<file path="config.mk">
export PLATFORM = sky130hd
export DESIGN_NAME = pcm_gain_width_converter_core_flat
export DESIGN_NICKNAME = d
export VERILOG_FILES = /design/src/rtl/pgwc_pkg.sv /design/src/rtl/pgwc_in_if.sv /design/src/rtl/pgwc_out_if.sv /design/src/rtl/pcm_gain_width_converter_core.sv /design/src/flat_wrapper.sv
export SDC_FILE = /design/constraint.sdc
export NUM_CORES = 2
export LEC_CHECK = 0
export BUFFER_PORTS_ARGS = -buffer_cell sky130_fd_sc_hd__buf_2
export CORE_ASPECT_RATIO = 1.2
export CORE_MARGIN = 2
export CORE_UTILIZATION = 45
export DETAILED_ROUTE_END_ITERATION = 16
export PLACE_DENSITY = 0.61
export SETUP_SLACK_MARGIN = 0.1
export SYNTH_ARGS = -nofsm -noshare
export SYNTH_HDL_FRONTEND = slang
export SYNTH_SLANG_ARGS = --single-unit
</file>
<file path="constraint.sdc">
create_clock -name clk -period 6.4 [get_ports clk]
set_input_delay 0.32 -clock clk [delete_from_list [all_inputs] [get_ports clk]]
set_output_delay 0.32 -clock clk [all_outputs]
set_load 0.01 [all_outputs]
</file>
<file path="src/rtl/pgwc_pkg.sv">
// Shared widths and codes for the PCM gain and width converter.
package pgwc_pkg;

    localparam int SAMPLE_W       = 32;
    localparam int GAIN_W         = 17;
    localparam int GAIN_FRAC_BITS = 16;
    localparam int CHAN_W         = 16;
    localparam int CFG_IDX_W      = 3;
    localparam int CFG_DATA_W     = 17;

    localparam logic [CFG_IDX_W-1:0] REG_IN_WIDTH      = 3'd0;
    localparam logic [CFG_IDX_W-1:0] REG_NARROW        = 3'd1;
    localparam logic [CFG_IDX_W-1:0] REG_CHANNEL_COUNT = 3'd2;
    localparam logic [CFG_IDX_W-1:0] REG_LEFT_GAIN     = 3'd3;
    localparam logic [CFG_IDX_W-1:0] REG_RIGHT_GAIN    = 3'd4;

    localparam logic [1:0] WCODE_16 = 2'd0;
    localparam logic [1:0] WCODE_24 = 2'd1;

endpackage

</file>
<file path="src/rtl/pgwc_in_if.sv">
// Input sample channel: valid, ready, the raw sample payload and a packet start flag.
interface pgwc_in_if import pgwc_pkg::*; ();
    logic                valid;
    logic                ready;
    logic [SAMPLE_W-1:0] raw_sample;
    logic                packet_start;

    modport source (output valid, output raw_sample, output packet_start, input ready);
    modport sink   (input valid, input raw_sample, input packet_start, output ready);
endinterface

</file>
<file path="src/rtl/pgwc_out_if.sv">
// Result channel: valid, ready, the converted sample payload and a right-gain flag.
interface pgwc_out_if import pgwc_pkg::*; ();
    logic                valid;
    logic                ready;
    logic [SAMPLE_W-1:0] out_sample;
    logic                used_right_gain;

    modport source (output valid, output out_sample, output used_right_gain, input ready);
    modport sink   (input valid, input out_sample, input used_right_gain, output ready);
endinterface

</file>
<file path="src/rtl/pcm_gain_width_converter_core.sv">
// PCM gain and width converter core: channel gain select, scaling and width shift.
// Each input transfer passes through three registered stages before the result is valid.
// Throughput: one sample per cycle; stages collapse bubbles, so a stalled result
// blocks input only when all three stages are full.
// Reset (rst_n low, asynchronous): pipeline empty, channel position 0,
// registers to 16-bit input, no narrowing, 2 channels, unity gains.
module pcm_gain_width_converter_core
    import pgwc_pkg::*;
(
    input  logic                  clk,
    input  logic                  rst_n,
    input  logic                  cfg_we,
    input  logic [CFG_IDX_W-1:0]  cfg_index,
    input  logic [CFG_DATA_W-1:0] cfg_data,
    pgwc_in_if.sink               sample_ch,
    pgwc_out_if.source            result_ch
);

    localparam int PROD_W = SAMPLE_W + GAIN_W;
    localparam int SUM_W  = PROD_W + 1;
    localparam logic [SAMPLE_W-1:0] UNITY      = SAMPLE_W'(1) << GAIN_FRAC_BITS;
    localparam logic [SUM_W-1:0]    ROUND_HALF = SUM_W'(1) << (GAIN_FRAC_BITS - 1);

    logic [1:0]        in_width_code_reg;
    logic              narrow_to_16_reg;
    logic [CHAN_W-1:0] channel_count_reg;
    logic [GAIN_W-1:0] gain_l_reg;
    logic [GAIN_W-1:0] gain_r_reg;
    logic [CHAN_W-1:0] pos_reg;
    logic [CHAN_W-1:0] pos_next;

    logic v1_reg;
    logic v2_reg;
    logic v3_reg;
    logic load_1;
    logic load_2;
    logic load_3;
    logic in_xfer;

    logic [SAMPLE_W-1:0] mag1_reg;
    logic                neg1_reg;
    logic [GAIN_W-1:0]   gain1_reg;
    logic                bypass1_reg;
    logic                right1_reg;

    logic [SAMPLE_W-1:0] mag2_reg;
    logic                neg2_reg;
    logic                right2_reg;

    logic [SAMPLE_W-1:0] out_sample_reg;
    logic                right3_reg;

    logic [CHAN_W-1:0]   count_eff;
    logic [CHAN_W-1:0]   pos_eff;
    logic [CHAN_W:0]     pos_inc;
    logic                right_now;
    logic [SAMPLE_W-1:0] sext;
    logic [SAMPLE_W-1:0] mag_now;
    logic [GAIN_W-1:0]   gain_now;
    logic [PROD_W-1:0]   prod;
    logic [SUM_W-1:0]    rounded;
    logic [SAMPLE_W-1:0] scaled;
    logic [SAMPLE_W-1:0] signed_val;
    logic [SAMPLE_W-1:0] shifted;
    logic [SAMPLE_W-1:0] masked;

    assign load_3  = !v3_reg || result_ch.ready;
    assign load_2  = !v2_reg || load_3;
    assign load_1  = !v1_reg || load_2;
    assign in_xfer = sample_ch.valid && load_1;

    assign sample_ch.ready           = load_1;
    assign result_ch.valid           = v3_reg;
    assign result_ch.out_sample      = out_sample_reg;
    assign result_ch.used_right_gain = right3_reg;

    always_comb
    begin
        count_eff = (channel_count_reg == '0) ? CHAN_W'(1) : channel_count_reg;
        pos_eff   = sample_ch.packet_start ? '0 : pos_reg;
        if (pos_eff >= count_eff)
        begin
            pos_eff = '0;
        end
        right_now = (pos_eff == CHAN_W'(1));
        pos_inc   = {1'b0, pos_eff} + (CHAN_W + 1)'(1);
        if (pos_inc >= {1'b0, count_eff})
        begin
            pos_next = '0;
        end
        else
        begin
            pos_next = pos_inc[CHAN_W-1:0];
        end
    end

    always_comb
    begin
        case (in_width_code_reg)
            WCODE_16: sext = {{16{sample_ch.raw_sample[15]}}, sample_ch.raw_sample[15:0]};
            WCODE_24: sext = {{8{sample_ch.raw_sample[23]}}, sample_ch.raw_sample[23:0]};
            default:  sext = sample_ch.raw_sample;
        endcase
        mag_now  = sext[SAMPLE_W-1] ? (~sext + SAMPLE_W'(1)) : sext;
        gain_now = right_now ? gain_r_reg : gain_l_reg;
    end

    assign prod    = mag1_reg * gain1_reg;
    assign rounded = {1'b0, prod} + ROUND_HALF;
    assign scaled  = SAMPLE_W'(rounded >> GAIN_FRAC_BITS);

    always_comb
    begin
        signed_val = neg2_reg ? (~mag2_reg + SAMPLE_W'(1)) : mag2_reg;
        shifted    = signed_val;
        if (narrow_to_16_reg)
        begin
            case (in_width_code_reg)
                WCODE_16: shifted = signed_val;
                WCODE_24: shifted = SAMPLE_W'($signed(signed_val) >>> 8);
                default:  shifted = SAMPLE_W'($signed(signed_val) >>> 16);
            endcase
            masked = {16'd0, shifted[15:0]};
        end
        else
        begin
            case (in_width_code_reg)
                WCODE_16: masked = {16'd0, shifted[15:0]};
                WCODE_24: masked = {8'd0, shifted[23:0]};
                default:  masked = shifted;
            endcase
        end
    end

    always_ff @(posedge clk or negedge rst_n)
    begin
        if (!rst_n)
        begin
            in_width_code_reg <= WCODE_16;
            narrow_to_16_reg  <= 1'b0;
            channel_count_reg <= CHAN_W'(2);
            gain_l_reg        <= GAIN_W'(65536);
            gain_r_reg        <= GAIN_W'(65536);
        end
        else if (cfg_we)
        begin
            case (cfg_index)
                REG_IN_WIDTH:      in_width_code_reg <= cfg_data[1:0];
                REG_NARROW:        narrow_to_16_reg  <= cfg_data[0];
                REG_CHANNEL_COUNT: channel_count_reg <= cfg_data[CHAN_W-1:0];
                REG_LEFT_GAIN:     gain_l_reg        <= cfg_data[GAIN_W-1:0];
                REG_RIGHT_GAIN:    gain_r_reg        <= cfg_data[GAIN_W-1:0];
                default:           ;
            endcase
        end
    end

    always_ff @(posedge clk or negedge rst_n)
    begin
        if (!rst_n)
        begin
            pos_reg <= '0;
            v1_reg  <= 1'b0;
            v2_reg  <= 1'b0;
            v3_reg  <= 1'b0;
        end
        else
        begin
            if (in_xfer)
            begin
                pos_reg <= pos_next;
            end
            if (load_1)
            begin
                v1_reg <= sample_ch.valid;
            end
            if (load_2)
            begin
                v2_reg <= v1_reg;
            end
            if (load_3)
            begin
                v3_reg <= v2_reg;
            end
        end
    end

    always_ff @(posedge clk)
    begin
        if (load_1)
        begin
            mag1_reg    <= mag_now;
            neg1_reg    <= sext[SAMPLE_W-1];
            gain1_reg   <= gain_now;
            bypass1_reg <= (SAMPLE_W'(gain_now) >= UNITY);
            right1_reg  <= right_now;
        end
        if (load_2)
        begin
            mag2_reg   <= bypass1_reg ? mag1_reg : scaled;
            neg2_reg   <= neg1_reg;
            right2_reg <= right1_reg;
        end
        if (load_3)
        begin
            out_sample_reg <= masked;
            right3_reg     <= right2_reg;
        end
    end

    a_start_pos: assert property (@(posedge clk) disable iff (!rst_n)
        (in_xfer && sample_ch.packet_start) |=> (pos_reg == '0 || pos_reg == CHAN_W'(1)))
        else $error("channel position not restarted by packet start");

    a_start_left: assert property (@(posedge clk) disable iff (!rst_n)
        (in_xfer && sample_ch.packet_start) |=> (v1_reg && !right1_reg))
        else $error("packet start sample took right gain");

    a_hold_full: assert property (@(posedge clk) disable iff (!rst_n)
        (v2_reg && v3_reg && !result_ch.ready) |=> (v2_reg && v3_reg))
        else $error("stalled pipeline dropped an item");

endmodule
</file>
<file path="src/flat_wrapper.sv">
// flat-port wrapper written by rule: the top's interface ports become plain ports
module pcm_gain_width_converter_core_flat import pgwc_pkg::*;
  (clk, rst_n, cfg_we, cfg_index, cfg_data, sample_ch_valid, sample_ch_raw_sample, sample_ch_packet_start, sample_ch_ready, result_ch_valid, result_ch_out_sample, result_ch_used_right_gain, result_ch_ready);
  pgwc_in_if sample_ch_i ();
  pgwc_out_if result_ch_i ();
  input  logic clk;
  input  logic rst_n;
  input  logic cfg_we;
  input  logic [CFG_IDX_W-1:0] cfg_index;
  input  logic [CFG_DATA_W-1:0] cfg_data;
  input wire logic [$bits(sample_ch_i.valid)-1:0] sample_ch_valid;
  input wire logic [$bits(sample_ch_i.raw_sample)-1:0] sample_ch_raw_sample;
  input wire logic [$bits(sample_ch_i.packet_start)-1:0] sample_ch_packet_start;
  output wire logic [$bits(sample_ch_i.ready)-1:0] sample_ch_ready;
  output wire logic [$bits(result_ch_i.valid)-1:0] result_ch_valid;
  output wire logic [$bits(result_ch_i.out_sample)-1:0] result_ch_out_sample;
  output wire logic [$bits(result_ch_i.used_right_gain)-1:0] result_ch_used_right_gain;
  input wire logic [$bits(result_ch_i.ready)-1:0] result_ch_ready;
  assign sample_ch_i.valid = sample_ch_valid;
  assign sample_ch_i.raw_sample = sample_ch_raw_sample;
  assign sample_ch_i.packet_start = sample_ch_packet_start;
  assign sample_ch_ready = sample_ch_i.ready;
  assign result_ch_valid = result_ch_i.valid;
  assign result_ch_out_sample = result_ch_i.out_sample;
  assign result_ch_used_right_gain = result_ch_i.used_right_gain;
  assign result_ch_i.ready = result_ch_ready;
  pcm_gain_width_converter_core u_core (.clk(clk), .rst_n(rst_n), .cfg_we(cfg_we), .cfg_index(cfg_index), .cfg_data(cfg_data), .sample_ch(sample_ch_i), .result_ch(result_ch_i));
endmodule
</file>
==> results.md <==
- Cell Count Post-Placement: ~3,900
- Register-to-register setup slack: -0.04 ns
- Number of top-level pins: 93
- CP max stage delay: about 0.53 ns
- Library cell used as clock root buffer: clkbuf_16
- Clock slew at the register clock pins of the worst setup and hold paths: about 0.090 ns
- Layout cells sized above 1: 22.9%
- CTS H-tree lvls: 4
- Horizontal die dimension: approximately 230 microns
- Post-Synthesis Cell Area: 27,200 sq um
- Total overflow reported by the global router: 0
- Number of cells on the worst reg-to-reg path: 25
- Cell with the biggest individual delay on the critical path: fa_2
- Class of the most critical setup path: reg2reg
- Count of placed standard cells in the final layout, fillers left out: 4,003
- Multi-input gate area: a little over 20,000 sq um
- Critical Path Sink Type: register
- Count of antenna-violating nets left after detailed routing: 0
- Most used DFF post-synth: edfxtp_1
- Number of instances in the synthesized netlist: approximately 2,900
- First-pass iteration count of the detailed router: 5
- Core Util, Final: 55.1%
- Launch point of the worst reg-to-reg path: u_core.gain1_reg[6]
- Cts bufs inserted: 17
- Number of global-route vias before repair: about 23,000
- Gpl congestion: between 0.9 and 1
- Max transition margin: approximately a third
- Clock insertion delay at the later pin of the skew report: a little under 0.5 ns
- Count of unresolved DRC violations after routing: 0
- Average wire per cell in the routed design: 19.8 microns
- Result of the run: finished with violations
- Final number of hold-violating endpoints: 0
- Vias after detailed routing: 21,000
- Fraction of the cycle the final worst path needs: 101%
- Worst hold path endpoint: u_core.channel_count_reg[12]
- Antenna violations before repair: 0
- Startpoint of the worst hold path: cfg_data[12]
- First-pass GRT wire length: ~120 mm
- Worst hold path depth: 3
- Clock tree from TritonCTS: done
- Die Ht: ~270 microns
- Part of the Yosys area used for sequential elements: ~20%
- Class of the tightest hold or removal check: in2reg
- Mean number of vias per cell: 5.26
- Starting Density: a little under half
- Number of buffers on the longest clock path: 2
- Required time reported for the critical path endpoint: 6.63 ns
- Total of max-cap violations: 0
- Drt first-iter violations: between 1,000 and 1,500
- Reg area: around 5300 sq um
- Post-synthesis register bit count: 190
- Minimum clock period: between 6 and 7 ns
- Area grow syn2layout: 20.8%
- Number of standard-cell rows in the floorplan: just under 100
- Number of buffers added on ports: a little over 90
- Half-perimeter wire length after detailed placement: about 64 mm
- Violated checks: negative setup slack
- Post-synth cell types: 67
- Proportion of synthesized flip-flops having asynchronous set or reset: between 30% and 40%
- Number of fill cells: approximately 5,400
- Setup WS post-layout: -0.0387 ns
- TritonCTS Sinks: 190
- Pin count of the biggest net entering global routing: 70
- Worst Tran Pin Value: 0.982 ns
- CP max FO: 8
- Number of enable flip-flop cells after synthesis: approximately 120
- Clock skew after layout: between 0.02 and 0.025 ns
- Count of final setup violators: 2
- Data arrival, critical path: between 6 and 7 ns
- Nets: 3,873
- Unrepaired setup endpoints after global routing: yes
- Max Transition Viols Final: 0
- Core Region: approximately 60,000 sq um
- Final routed wirelength across all metal layers: just under 80 mm
- Full die area: 62,500 sq um
- Net count after synthesis: roughly 3,600
- Critical Path Start Type: register
- Achievable frequency: ~160 MHz
- Total global routing track utilization: around a quarter
- Avg Inst Size Synth: roughly 9.5 sq um
- Most numerous cell on the critical path: fa_1
- Worst reg2reg path endpoint: u_core.mag2_reg[31]
- Yosys synthesis warning count: 0
## worst max-delay path by stage
stage / start / to / slack (ns)
final: u_core.gain1_reg[6] / u_core.mag2_reg[31] / -0.04
after global routing: u_core.gain1_reg[7] / u_core.mag2_reg[31] / -0.29
after CTS: u_core.gain1_reg[5] / u_core.mag2_reg[31] / -0.12
after detailed placement: u_core.gain1_reg[11] / u_core.mag2_reg[31] / -0.54
after global placement: u_core.gain1_reg[6] / u_core.mag2_reg[31] / -0.41
after floorplan: u_core.gain1_reg[3] / u_core.mag2_reg[31] / 0.10
## kinds of logic after synthesis
logic type	count (synthesis)	share of synthesized area (%)
xor gates and xnor gates	101	3.25
adders and majority gates	626	41.1
muxes	58	2.39
AOI/OAI and AO/OA	333	7.98
buffers and inverters	674	9.30
and+or+nand+nor	898	16.3
DFF	190	19.6
## cell usage in the layout, fill, tap and decap left out, types with 41 or more instances in the layout
master and instances:
a21oi_1 43, and2_1 244, buf_2 91, buf_4 257
buf_6 41, dfrtp_1 69, edfxtp_1 118, fa_1 423
ha_1 149, inv_1 508, mux2_2 55, nand2_1 384
nor2_1 78, o21ai_0 60, xor2_1 58
## layout make-up
class	count	share of cell area [%]
clock inverters	15	0.677
multi-input cells	2016	62.1
inverters	547	6.24
flip-flops and latches	190	16.3
diodes	1	0.00761
well taps	800	3.04
repair buffers	417	10.3
clock buffers	17	1.29
## cells in the mapped netlist (all sizes together), types with 8 or more instances
| cell | instances | area share [%] |
|---|---|---|
| a21oi | 67 | 1.2 |
| nor3 | 18 | 0.37 |
| and2 | 260 | 6.0 |
| a21o | 36 | 0.99 |
| fa | 448 | 33 |
| nor4 | 18 | 0.46 |
| mux2 | 56 | 2.3 |
| o22ai | 15 | 0.34 |
| o21a | 11 | 0.30 |
| nand4 | 10 | 0.23 |
| o31ai | 20 | 0.55 |
| and3 | 10 | 0.23 |
| nor2b | 25 | 0.57 |
| nand2 | 394 | 5.4 |
| xor2 | 58 | 1.9 |
| a31oi | 12 | 0.28 |
| nand2b | 20 | 0.46 |
| edfxtp | 118 | 13 |
| nor2 | 86 | 1.2 |
| o211ai | 8 | 0.22 |
| o21ai | 85 | 1.6 |
| a211oi | 8 | 0.22 |
| o21bai | 27 | 0.74 |
| xnor2 | 43 | 1.4 |
| clkbuf | 123 | 1.7 |
| dfrtp | 69 | 6.3 |
| inv | 547 | 7.5 |
| o221ai | 9 | 0.29 |
| nand3 | 28 | 0.53 |
| ha | 178 | 8.2 |
## critical path, delay by kind of cell (launching register included)
family	cells	cell delay, ns
compound gates	8	1.44
xor+xnor	1	0.14
fa+ha+maj	7	3.02
simple gates	1	0.18
flops	1	0.48
buf+inv	8	0.91
## what timing repair did
action | CTS | global route
endpoints found under the setup margin | 33 | 43
buffers inserted | 13 | 36
pin swaps | 24 | 121
hold endpoints to repair | 3 | 0
resized for setup | 89 | 233
hold buffers | 1 | 0
cloned | 0 | 5
## metrics by stage
step / setup TNS (ns) / hold slack [ns] / area [sq um] / setup slack (ns)
4_1_cts: -0.180 / 0.0507 / 31600 / -0.116
3_3_place_gp: -2.16 / 0.118 / 30500 / -0.409
3_5_place_dp: -2.87 / 0.119 / 30500 / -0.538
6_report: -0.0708 / 0.0658 / 32900 / -0.0387
5_1_grt: -2.63 / 0.0738 / 32900 / -0.292
2_1_floorplan: 0 / 0.0244 / 27200 / 0.105
## layer usage
layer | share of wire (%) | global-route usage (%)
met1 | 37 | 27.7
met2 | 54 | 49.1
met4 | 6.8 | 16.0
met3 | 2.8 | 2.11
met5 | 0 | 0
Power is not shown: default switching activity piles up to over one toggle a cycle in this logic, so the estimate is an artifact.
